$ cat config.mk
export PLATFORM = sky130hd
export DESIGN_NAME = lru_key_value_cache_flat
export DESIGN_NICKNAME = d
export VERILOG_FILES = /design/src/design/lkv_pkg.sv /design/src/design/lkv_if.sv /design/src/design/lkv_store.sv /design/src/design/lkv_rank.sv /design/src/design/lru_key_value_cache.sv /design/src/flat_wrapper.sv
export SDC_FILE = /design/constraint.sdc
export NUM_CORES = 2
export LEC_CHECK = 0
export CAP_MARGIN = 10
export CORE_MARGIN = 5
export CORE_UTILIZATION = 46
export CTS_BUF_LIST = sky130_fd_sc_hd__clkbuf_8 sky130_fd_sc_hd__clkbuf_16
export DETAILED_ROUTE_END_ITERATION = 16
export DONT_BUFFER_PORTS = 1
export GPL_TIMING_DRIVEN = 1
export HOLD_SLACK_MARGIN = 0.05
export PLACE_DENSITY_LB_ADDON = 0.1
export SETUP_SLACK_MARGIN = 0.3
export SYNTH_ARGS = -nofsm -noshare
export SYNTH_HDL_FRONTEND = slang
export SYNTH_SLANG_ARGS = --single-unit
$ cat constraint.sdc
create_clock -name clk -period 9.3 [get_ports clk]
set_input_delay 1.86 -clock clk [delete_from_list [all_inputs] [get_ports clk]]
set_output_delay 1.86 -clock clk [all_outputs]
set_load 0.03 [all_outputs]
$ cat src/design/lkv_pkg.sv
package lkv_pkg;

  localparam int CACHE_DEPTH = 16;
  localparam int IDX_W = (CACHE_DEPTH > 1) ? $clog2(CACHE_DEPTH) : 1;
  localparam int AGE_W = IDX_W;
  localparam int CNT_W = $clog2(CACHE_DEPTH + 1);
  localparam int CAP_W = 5;
  localparam int KEY_W = 32;
  localparam int VAL_W = 32;

  localparam logic [CAP_W-1:0] CAP_RESET = CAP_W'(16);

  typedef logic [IDX_W-1:0] idx_t;
  typedef logic [AGE_W-1:0] age_t;
  typedef logic [CNT_W-1:0] cnt_t;
  typedef logic signed [KEY_W-1:0] key_t;
  typedef logic signed [VAL_W-1:0] val_t;

  typedef enum logic [1:0] {
    RANK_NONE,
    RANK_PROMOTE,
    RANK_INSERT
  } rank_kind_t;

  typedef struct packed {
    rank_kind_t kind;
    idx_t       slot;
  } rank_op_t;

endpackage

$ cat src/design/lkv_if.sv
interface lkv_req_if;
  logic          valid;
  logic          ready;
  logic          cmd;
  lkv_pkg::key_t key;
  lkv_pkg::val_t value;

  modport source (output valid, cmd, key, value, input ready);
  modport sink (input valid, cmd, key, value, output ready);
endinterface

interface lkv_rsp_if;
  logic          valid;
  logic          ready;
  logic          found;
  lkv_pkg::val_t read_value;

  modport source (output valid, found, read_value, input ready);
  modport sink (input valid, found, read_value, output ready);
endinterface

interface lkv_cfg_if;
  logic                      valid;
  logic                      ready;
  logic [lkv_pkg::CAP_W-1:0] data;

  modport source (output valid, data, input ready);
  modport sink (input valid, data, output ready);
endinterface

$ cat src/design/lkv_store.sv
module lkv_store (
  input  logic          clk,
  input  logic          rd_en,
  input  lkv_pkg::idx_t rd_addr,
  output lkv_pkg::key_t rd_key,
  output lkv_pkg::val_t rd_value,
  input  logic          wr_en,
  input  lkv_pkg::idx_t wr_addr,
  input  lkv_pkg::key_t wr_key,
  input  lkv_pkg::val_t wr_value
);
  import lkv_pkg::*;

  key_t key_mem [CACHE_DEPTH];
  val_t val_mem [CACHE_DEPTH];

  always_ff @(posedge clk) begin
    if (wr_en) begin
      key_mem[wr_addr] <= wr_key;
      val_mem[wr_addr] <= wr_value;
    end
    if (rd_en) begin
      rd_key   <= key_mem[rd_addr];
      rd_value <= val_mem[rd_addr];
    end
  end

endmodule

$ cat src/design/lkv_rank.sv
module lkv_rank (
  input  logic              clk,
  input  logic              rst,
  input  lkv_pkg::idx_t     q_idx,
  output logic              q_valid,
  output lkv_pkg::age_t     q_age,
  output lkv_pkg::cnt_t     used,
  input  lkv_pkg::rank_op_t op
);
  import lkv_pkg::*;

  logic [CACHE_DEPTH-1:0] valid;
  age_t                   age [CACHE_DEPTH];

  assign q_valid = valid[q_idx];
  assign q_age   = age[q_idx];

  // Age 0 is the most recent entry; valid ages always form the ranks 0 to used-1.
  always_ff @(posedge clk) begin
    if (rst) begin
      valid <= '0;
      used  <= '0;
      for (int i = 0; i < CACHE_DEPTH; i++) begin
        age[i] <= '0;
      end
    end else begin
      case (op.kind)
        RANK_PROMOTE: begin
          for (int i = 0; i < CACHE_DEPTH; i++) begin
            if (valid[i] && age[i] < age[op.slot]) begin
              age[i] <= age[i] + AGE_W'(1);
            end
          end
          age[op.slot] <= '0;
        end
        RANK_INSERT: begin
          for (int i = 0; i < CACHE_DEPTH; i++) begin
            if (valid[i]) begin
              age[i] <= age[i] + AGE_W'(1);
            end
          end
          valid[op.slot] <= 1'b1;
          age[op.slot]   <= '0;
          used           <= used + CNT_W'(1);
        end
        default: ;
      endcase
    end
  end

  a_used_bound: assert property (@(posedge clk) disable iff (rst)
    used <= CNT_W'(CACHE_DEPTH))
    else $error("entry count exceeds the depth");

  a_used_matches: assert property (@(posedge clk) disable iff (rst)
    CNT_W'($countones(valid)) == used)
    else $error("entry count disagrees with the valid bits");

  a_promote_zero: assert property (@(posedge clk) disable iff (rst)
    (op.kind == RANK_PROMOTE || op.kind == RANK_INSERT) |=>
      (age[$past(op.slot)] == '0 && valid[$past(op.slot)]))
    else $error("touched entry is not the most recent");

endmodule

$ cat src/design/lru_key_value_cache.sv
// Fully associative key-value cache of CACHE_DEPTH entries with least-recently-used
// replacement. Each request is a get or a put; every request yields exactly one response
// giving found and, for a get that hits, the stored value (0 otherwise). The block takes
// one request at a time; its occupancy is set by the key search, which reads one stored
// entry per cycle through a single memory read port and one shared key comparator,
// followed by an update state that updates the recency ranks and, for a put, writes the
// entry. The response is loaded into a free output register and waits there, so a
// slow consumer delays the next request only while that register is still full.
// capacity_in_use limits the number of entries held before eviction; 0 acts as 1 and
// values above the depth act as the depth. Lowering it never drops entries already held.
module lru_key_value_cache (
  input logic        clk,
  input logic        rst,
  lkv_req_if.sink    req,
  lkv_rsp_if.source  rsp,
  lkv_cfg_if.sink    cfg
);
  import lkv_pkg::*;

  localparam logic CMD_GET = 1'b0;
  localparam logic CMD_PUT = 1'b1;
  localparam idx_t LAST_IDX = IDX_W'(CACHE_DEPTH - 1);
  localparam int CMP_W = (CNT_W > CAP_W) ? CNT_W : CAP_W;

  typedef enum logic [1:0] {
    ST_IDLE,
    ST_SCAN,
    ST_UPDATE,
    ST_RESP
  } state_t;

  state_t           state;
  logic [CAP_W-1:0] capacity_in_use;

  logic cmd_r;
  key_t key_r;
  val_t val_r;

  idx_t cnt;
  logic issuing;
  logic cmp_live;
  idx_t cmp_idx;

  logic hit;
  idx_t hit_idx;
  val_t hit_val;
  logic free_found;
  idx_t free_idx;
  logic vic_found;
  idx_t vic_idx;
  age_t vic_age;

  logic found_r;
  val_t rd_r;

  key_t     rd_key;
  val_t     rd_value;
  logic     q_valid;
  age_t     q_age;
  cnt_t     used;
  rank_op_t rank_op;
  logic     wr_en;
  idx_t     wr_addr;

  logic [CMP_W-1:0] cap_ext;
  logic [CMP_W-1:0] eff_cap;
  logic             room;
  logic             out_free;
  logic             rsp_load;
  val_t             rd_next;

  assign req.ready = (state == ST_IDLE);
  assign cfg.ready = 1'b1;
  assign out_free  = !rsp.valid || rsp.ready;
  assign rsp_load  = (state inside {ST_UPDATE, ST_RESP}) && out_free;
  assign rd_next   = (cmd_r == CMD_GET && hit) ? hit_val : '0;

  always_comb begin
    cap_ext = CMP_W'(capacity_in_use);
    if (cap_ext == '0) begin
      eff_cap = CMP_W'(1);
    end else if (cap_ext > CMP_W'(CACHE_DEPTH)) begin
      eff_cap = CMP_W'(CACHE_DEPTH);
    end else begin
      eff_cap = cap_ext;
    end
    room = CMP_W'(used) < eff_cap;
  end

  // A put that misses fills a free slot while there is room, otherwise it takes over the
  // oldest entry, which then becomes the most recent.
  always_comb begin
    rank_op = '{kind: RANK_NONE, slot: hit_idx};
    wr_en   = 1'b0;
    wr_addr = hit_idx;
    if (state == ST_UPDATE) begin
      if (hit) begin
        rank_op = '{kind: RANK_PROMOTE, slot: hit_idx};
        wr_en   = (cmd_r == CMD_PUT);
      end else if (cmd_r == CMD_PUT) begin
        if (room) begin
          if (free_found) begin
            rank_op = '{kind: RANK_INSERT, slot: free_idx};
            wr_en   = 1'b1;
            wr_addr = free_idx;
          end
        end else if (vic_found) begin
          rank_op = '{kind: RANK_PROMOTE, slot: vic_idx};
          wr_en   = 1'b1;
          wr_addr = vic_idx;
        end
      end
    end
  end

  lkv_store u_store (
    .clk      (clk),
    .rd_en    (state == ST_SCAN && issuing),
    .rd_addr  (cnt),
    .rd_key   (rd_key),
    .rd_value (rd_value),
    .wr_en    (wr_en),
    .wr_addr  (wr_addr),
    .wr_key   (key_r),
    .wr_value (val_r)
  );

  lkv_rank u_rank (
    .clk     (clk),
    .rst     (rst),
    .q_idx   (cmp_idx),
    .q_valid (q_valid),
    .q_age   (q_age),
    .used    (used),
    .op      (rank_op)
  );

  always_ff @(posedge clk) begin
    if (rst) begin
      capacity_in_use <= CAP_RESET;
    end else if (cfg.valid) begin
      capacity_in_use <= cfg.data;
    end
  end

  always_ff @(posedge clk) begin
    if (rst) begin
      state     <= ST_IDLE;
      rsp.valid <= 1'b0;
      issuing   <= 1'b0;
      cmp_live  <= 1'b0;
    end else begin
      if (rsp_load) begin
        rsp.valid <= 1'b1;
      end else if (rsp.ready) begin
        rsp.valid <= 1'b0;
      end
      case (state)
        ST_IDLE: begin
          if (req.valid) begin
            cmd_r      <= req.cmd;
            key_r      <= req.key;
            val_r      <= req.value;
            cnt        <= '0;
            issuing    <= 1'b1;
            cmp_live   <= 1'b0;
            hit        <= 1'b0;
            free_found <= 1'b0;
            vic_found  <= 1'b0;
            state      <= ST_SCAN;
          end
        end
        ST_SCAN: begin
          // Read data arrives in the cycle after the address, so the compare trails the reads by one entry.
          cmp_live <= issuing;
          cmp_idx  <= cnt;
          if (issuing) begin
            if (cnt == LAST_IDX) begin
              issuing <= 1'b0;
            end else begin
              cnt <= cnt + IDX_W'(1);
            end
          end
          if (cmp_live) begin
            if (q_valid) begin
              if (!hit && rd_key == key_r) begin
                hit     <= 1'b1;
                hit_idx <= cmp_idx;
                hit_val <= rd_value;
              end
              if (!vic_found || q_age > vic_age) begin
                vic_found <= 1'b1;
                vic_idx   <= cmp_idx;
                vic_age   <= q_age;
              end
            end else if (!free_found) begin
              free_found <= 1'b1;
              free_idx   <= cmp_idx;
            end
            if (cmp_idx == LAST_IDX) begin
              state <= ST_UPDATE;
            end
          end
        end
        ST_UPDATE: begin
          cmp_live <= 1'b0;
          found_r  <= hit;
          rd_r     <= rd_next;
          if (out_free) begin
            rsp.found      <= hit;
            rsp.read_value <= rd_next;
            state          <= ST_IDLE;
          end else begin
            state <= ST_RESP;
          end
        end
        ST_RESP: begin
          if (out_free) begin
            rsp.found      <= found_r;
            rsp.read_value <= rd_r;
            state          <= ST_IDLE;
          end
        end
        default: state <= ST_IDLE;
      endcase
    end
  end

  a_free_slot: assert property (@(posedge clk) disable iff (rst)
    (state == ST_UPDATE && cmd_r == CMD_PUT && !hit && room) |-> free_found)
    else $error("insert with room but no free slot seen");

  a_victim: assert property (@(posedge clk) disable iff (rst)
    (state == ST_UPDATE && cmd_r == CMD_PUT && !hit && !room) |-> vic_found)
    else $error("full cache without a replacement candidate");

  a_miss_zero: assert property (@(posedge clk) disable iff (rst)
    (rsp.valid && !rsp.found) |-> rsp.read_value == '0)
    else $error("miss response carries a value");

endmodule
$ cat src/flat_wrapper.sv
// flat-port wrapper written by rule: the top's interface ports become plain ports
module lru_key_value_cache_flat import lkv_pkg::*;
  (clk, rst, req_valid, req_cmd, req_key, req_value, req_ready, rsp_valid, rsp_found, rsp_read_value, rsp_ready, cfg_valid, cfg_data, cfg_ready);
  lkv_req_if req_i ();
  lkv_rsp_if rsp_i ();
  lkv_cfg_if cfg_i ();
  input logic clk;
  input logic rst;
  input wire logic [$bits(req_i.valid)-1:0] req_valid;
  input wire logic [$bits(req_i.cmd)-1:0] req_cmd;
  input wire logic [$bits(req_i.key)-1:0] req_key;
  input wire logic [$bits(req_i.value)-1:0] req_value;
  output wire logic [$bits(req_i.ready)-1:0] req_ready;
  output wire logic [$bits(rsp_i.valid)-1:0] rsp_valid;
  output wire logic [$bits(rsp_i.found)-1:0] rsp_found;
  output wire logic [$bits(rsp_i.read_value)-1:0] rsp_read_value;
  input wire logic [$bits(rsp_i.ready)-1:0] rsp_ready;
  input wire logic [$bits(cfg_i.valid)-1:0] cfg_valid;
  input wire logic [$bits(cfg_i.data)-1:0] cfg_data;
  output wire logic [$bits(cfg_i.ready)-1:0] cfg_ready;
  assign req_i.valid = req_valid;
  assign req_i.cmd = req_cmd;
  assign req_i.key = req_key;
  assign req_i.value = req_value;
  assign req_ready = req_i.ready;
  assign rsp_valid = rsp_i.valid;
  assign rsp_found = rsp_i.found;
  assign rsp_read_value = rsp_i.read_value;
  assign rsp_i.ready = rsp_ready;
  assign cfg_i.valid = cfg_valid;
  assign cfg_i.data = cfg_data;
  assign cfg_ready = cfg_i.ready;
  lru_key_value_cache u_core (.clk(clk), .rst(rst), .req(req_i), .rsp(rsp_i), .cfg(cfg_i));
endmodule
======== Yosys cells after proc, flatten, opt, wreduce, memory -nomap -nowiden ========
Memories as Yosys holds them, arrays and structs flattened. A register that Yosys moved wholly into a read port is not among the register bits.
Cells that the tools add are included.
W data, S select, Z words.
operators by class
  reductions and logical operators ........ 46
  muxes and demuxes ....................... 232
  bitwise logic cells ..................... 38
  div/mod/pow operators ................... 0
  eq/ne operators ......................... 19
  add/sub/neg operators ................... 18
  shift-type cells ........................ 0
  multiply operators ...................... 0
  order comparisons ....................... 22
operators with widths
  cell                   number
  $mux W4                43
  $mux W1                162
  $mux W32               3
  $add A4 B1 Y4 const B  17
  $lt A4 B4 Y1           16
  $pmux W32 S2           1
  $or A1 B1 Y1           33
  $eq A32 B32 Y1         1
  $mux W6                5
  $reduce_and A5 Y1      5
  $logic_and A1 B1 Y1    21
  $or A16 B16 Y16        1
  $mux W5                3
  $ne A2 B2 Y1 const B   6
  $reduce_and A6 Y1      2
  $lt A4 B5 Y1 const B   2
  $mux W2                5
  $ne A2 B1 Y1 const B   5
  $pmux W1 S2            5
  $eq A4 B4 Y1 const B   2
  $pmux W2 S4            1
  $pmux W4 S2            1
  $reduce_and A2 Y1      4
  $reduce_and A4 Y1      2
  18 further kinds       29
word-level totals
  bits of input ports ..................... 75
  logic and storage cells ................. 402
  bits in writable memories ............... 1088
  flip-flop bits (word level) ............. 221
  memories kept ........................... 3
  memory bits (read-only) ................. 0
  bits in latches ......................... 0
  output and inout bits ................... 36
memories
  name                    depth  bits a word  rd ports  clocked after memory_dff  wr ports  line             text
  u_core.u_store.key_mem  16     32           1         1                         1         lkv_store.sv:14  key_t key_mem [CACHE_DEPTH];
  u_core.u_store.val_mem  16     32           1         1                         1         lkv_store.sv:15  val_t val_mem [CACHE_DEPTH];
  u_core.u_rank.age       16     4            18        1                         17        lkv_rank.sv:13   age_t age [CACHE_DEPTH];

======== Logic depth before layout (Yosys ltp) ========
An unclocked memory read counts as a cell.
  depth in word-level cells ............... 17
  depth in mapped cells ................... 23
  mapped depth without buffers ............ 21

======== Hierarchy ========
A second synthesis with hierarchy kept.
unflattened totals
  cells, all modules ...................... 2796
  area total of the unflattened synthesis .. 54616.1 µm²
modules (own cells, without submodules)
  module               cells each  instances  seq. area each (µm²)  area an instance (µm²)
  lkv_store            1647        1          32671.3               40222.3
  lru_key_value_cache  451         1          5905.7                7698.6
  lkv_rank             698         1          1701.6                6695.2

======== Worst setup path after synthesis ========
Ideal clock, no wire load.
  path type ............................... flip-flop to flip-flop
  from .................................... register u_core.capacity_in_use[4], in the netlist u_core.cap_ext[4]
  to ...................................... memory u_core.u_store.key_mem[9][0] (netlist name) (enable)
  arrival time ............................ 6.566 ns
  path slack .............................. 2.170 ns
  data required time ...................... 8.735 ns
  cell stages (with the launch flop) ...... 14
  period minus slack after synthesis ...... 7.130 ns
  buffers on the path ..................... 2
  setup time .............................. 0.565 ns
  cell sequence ........................... dfxtp_1 > inv_1 > nand2_1 > ha_1 > a21oi_1 > o21ai_0 > a21o_1 > a211oi_2 > a211o_1 > buf_6 > nor2b_1 > buf_2 > nand2_1 > nor3_1
on the way
  longest elaborated chain between the ends .. 10
  elaborated cells between the ends (all ways) .. 15
  classes of those cells .................. order compare: 2; mux: 12; reduce/logical: 1
ends and longest elaborated chain
  item                           line                        text
  start, declared                lru_key_value_cache.sv:33   logic [CAP_W-1:0] capacity_in_use;
  start signal, assigned         lru_key_value_cache.sv:142  capacity_in_use <= cfg.data;
  $gt A5 B5 Y1                   lru_key_value_cache.sv:82   end else if (cap_ext > CMP_W'(CACHE_DEPTH)) begin
  $mux W5                        lru_key_value_cache.sv:82
  $mux W5 (*)                    lru_key_value_cache.sv:80   if (cap_ext == '0) begin
  $lt A5 B5 Y1 (*)               lru_key_value_cache.sv:87   room = CMP_W'(used) < eff_cap;
  $mux W1                        lru_key_value_cache.sv:101  if (room) begin
  $mux W1                        lru_key_value_cache.sv:100  end else if (cmd_r == CMD_PUT) begin
  $mux W1                        lru_key_value_cache.sv:97   if (hit) begin
  $mux W1                        lru_key_value_cache.sv:96   if (state == ST_UPDATE) begin
  $mux W1                        lkv_store.sv:18             if (wr_en) begin
  $mux W1 (not written as such)  lkv_store.sv:19             key_mem[wr_addr] <= wr_key;
  end, declared                  lkv_store.sv:14
Mark *: on every way between the ends. The rest lies on a longest branch, timed or not.

==> impl_metrics.py <==
metrics = {
    "drt": {
        "via_per_inst": 5.98,
        "met1_length_um": 55500,
        "drtAntennaViolNets": 0,
        "num_vias": 27700,
        "drc": 0,
        "routed-wl-met3_um": 7430,
        "dr.pass1.iters": 6,
        "drtIter0Drc": 2475,
        "dr.max_layer_used": "met5",
        "wire_per_inst_um": 28.5,
        "met2_length_um": 66400,
        "routed_wl_um": 132000,
    },
    "floorplanning": {
        "rows": 127,
        "die-area_mm2": 0.127,
        "io_pins": 111,
        "core_area_mm2": 0.119,
        "start_util_pct": 46.1,
        "die_w_um": 356,
        "die_y_um": 356,
    },
    "synth": {
        "synth.distinct_cells": 70,
        "netlist_area_mm2": 0.0551,
        "synthTopCellsByArea": "edfxtp_1 (70%), mux4_2 (14%), dfxtp_1 (3.6%)",
        "yosysTopAreaCellShare_pct": 69.6,
        "avgSynthCellArea_um2": 19.6,
        "synth_edf_count": 1278,
        "syn-num-nets": 2960,
        "yosysWarnings": 0,
        "async_flop_share_pct": 0,
        "ys.flop_type": "edfxtp_1",
        "synth.largest_area_cell": "edfxtp_1",
        "synth_seq_cells": 1377,
        "seq_area_frac_synth_pct": 73.2,
        "synth_cells": 2811,
    },
    "clocking": {
        "clock_latency_ns": 0.76,
        "htreeDepth": 4,
        "path_clk_slew_ns": 0.06,
        "cts_root_buf": "clkbuf_16",
        "numCtsBuffers": 149,
        "cts_sinks": 1377,
        "cts_tree": "done",
        "cts_hold_buf": 0,
        "clock_path_buffers": 3,
        "cts_resized": 0,
        "post-cts-setup-buffers": 0,
    },
    "power": {
        "leakagePower_nw": 19.9,
        "p_per_area_mw_per_mm2": 213,
        "ir_worst_vdd_v": 0.000184,
    },
    "global_route": {
        "grt_pass1_wl_um": 194000,
        "globalRouteTotalUtil_pct": 20.9,
        "grt_start_max_net_pins": 135,
        "antenna_found_initial": 18,
        "grt.overflow.total": 0,
        "grt_pass1_vias": 28900,
    },
    "sta": {
        "finClkSkew_ns": 0.0218,
        "fmax_mhz": 162,
        "min_period_ns": 6.19,
        "rsz0062_at_grt": "no",
        "worst_slew_pin_slew_ns": 1.13,
        "drv_slew": 0,
        "finalHoldViolations": 0,
        "max_slew_margin_pct": 25.0,
        "setup_viol": 0,
        "fin_crit_sh_pct": 66.5,
        "fin_setup_tns_ns": 0,
    },
    "run_status": {
        "status": "complete, no violations",
    },
    "worst_setup_path": {
        "critPathTopFamily": "compound AO/OA/AOI/OAI gates",
        "start_kind": "register",
        "path_cells": "inv_1 > nand2_1 > ha_1 > a21oi_1 > o2111ai_1 > a21oi_2 > a211o_1 > and2_1 > nor2_1 > o311ai_0 > o21ai_0 > o21ai_2 > buf_4 > ha_1 > a21o_1 > a211oi_1 > a21oi_1 > nor2b_1 > o21ai_0 > mux2_2",
        "cp-end-kind": "register",
        "cp_slowest_cell": "and2_1",
        "worstPathArrival_ns": 6.82,
        "path_max_fanout": 27,
        "required_ns": 9.93,
        "critPathKind": "reg2reg",
        "cpPeakStageDelay_ns": 0.83,
        "crit_buf_inv": 2,
    },
    "run": {
        "cap_violations": 0,
    },
    "layout": {
        "final_common_cell": "edfxtp_1",
        "nNetsFinal": 3043,
        "drive_gt1_share_pct": 24.2,
        "utilization_pct": 51.9,
        "layout.cells.most_common_list": "edfxtp_1 (1278), mux4_2 (345), clkbuf_16 (156)",
        "area_growth_pct": 12.6,
        "fillers": 9447,
    },
    "worst_hold_path": {
        "hp-class": "reg2reg",
    },
    "placement": {
        "place.detailed.hpwl_um": 70200,
        "place.gp.congestion": 0.790,
        "portBuffers": 0,
    },
}
-- per-stage QoR --
step | instances | hold slack (ns) | worst slack [ns] | total power, mW | area, um^2
2_1_floorplan | 2811 | 0.400 | 2.17 | 7.38 | 55100
3_3_place_gp | 4355 | 0.404 | 3.57 | 7.51 | 57200
3_5_place_dp | 4355 | 0.405 | 3.26 | 7.54 | 57200
4_1_cts | 4625 | 0.416 | 3.21 | 13.3 | 62100
5_1_grt | 4625 | 0.424 | 2.77 | 13.7 | 62100
6_report | 4629 | 0.415 | 3.11 | 13.2 | 62100
-- synth_stat cells, drive strengths merged, types with 2 or more instances --
cell,instances
a211o,10
a211oi,16
a21o,18
a21oi,74
a31o,6
a31oi,31
and2,39
and3,9
buf,32
clkbuf,98
dfxtp,99
edfxtp,1278
ha,74
inv,25
mux2,40
mux2i,20
mux4,345
nand2,136
nand2b,17
nand3,79
nand4,29
nor2,93
nor2b,13
nor3,25
nor3b,9
nor4,15
nor4b,7
o211ai,7
o21ai,40
o221a,3
o22ai,7
o311ai,9
o31ai,2
o41ai,7
or2,7
or3,26
or3b,8
or4,2
xnor2,6
xor2,34
-- cell type report --
| cell class | count | area, um^2 | share of cell area, % |
|---|---|---|---|
| Sequential cell | 1377 | 40400 | 65.0 |
| Clock buffer | 157 | 3920 | 6.31 |
| Antenna cell | 4 | 10.0 | 0.0161 |
| Tap cell | 1612 | 2020 | 3.25 |
| Multi-Input combinational cell | 1279 | 14300 | 23.0 |
| Clock inverter | 113 | 898 | 1.45 |
| Timing Repair Buffer | 62 | 490 | 0.790 |
| Inverter | 25 | 93.8 | 0.151 |
-- flip-flops by register name, summed over array words and instances, names as in the netlist, 16 cells and up, named ones only --
name and count:
u_core.u_store.key_mem 512, u_core.u_store.val_mem 512, u_core.u_rank.age 64, u_core.hit_val 32
u_core.key_r 32, u_core.rd_r 32, u_core.rsp.read_value 32, u_core.u_store.rd_key 32
u_core.u_store.rd_value 32, u_core.val_r 32, u_core.u_rank.valid 16
-- per-layer routing --
layer  GRT usage (%)  up-vias
met4            4.91        6
li1                -    11800
met1            28.7    14800
met5               0        -
met3            3.69      228
met2            35.5      873
-- final timing paths --
check / start / to / slack, ns / cells after the start
setup / recovery: u_core.cap_ext[4] / u_core.u_rank.age[8][2] / 3.11 / 20
hold / removal: u_core.u_store.rd_value[8] / u_core.hit_val[8] / 0.42 / 0
setup reg to reg: u_core.cap_ext[4] / u_core.u_rank.age[8][2] / 3.11 / 20
hold reg to reg: u_core.u_store.rd_value[8] / u_core.hit_val[8] / 0.42 / 0
-- power by group --
part	total (mW)	internal, mW	switching (mW)
Clock	5.79	3.44	2.35
Combinational	0.484	0.241	0.243
Sequential	6.92	6.80	0.124
Total	13.2	10.5	2.72
-- logic make-up after synthesis --
group	share of synthesized area (%)
AO/OA/AOI/OAI	3.29
other	0.00680
AND/OR/NAND/NOR	4.73
adder cells (fa/ha/maj)	1.68
flip-flops	73.2
XOR/XNOR	0.636
buffers and inverters	1.13
multiplexers	15.3
(Power assumes the default switching activity.)
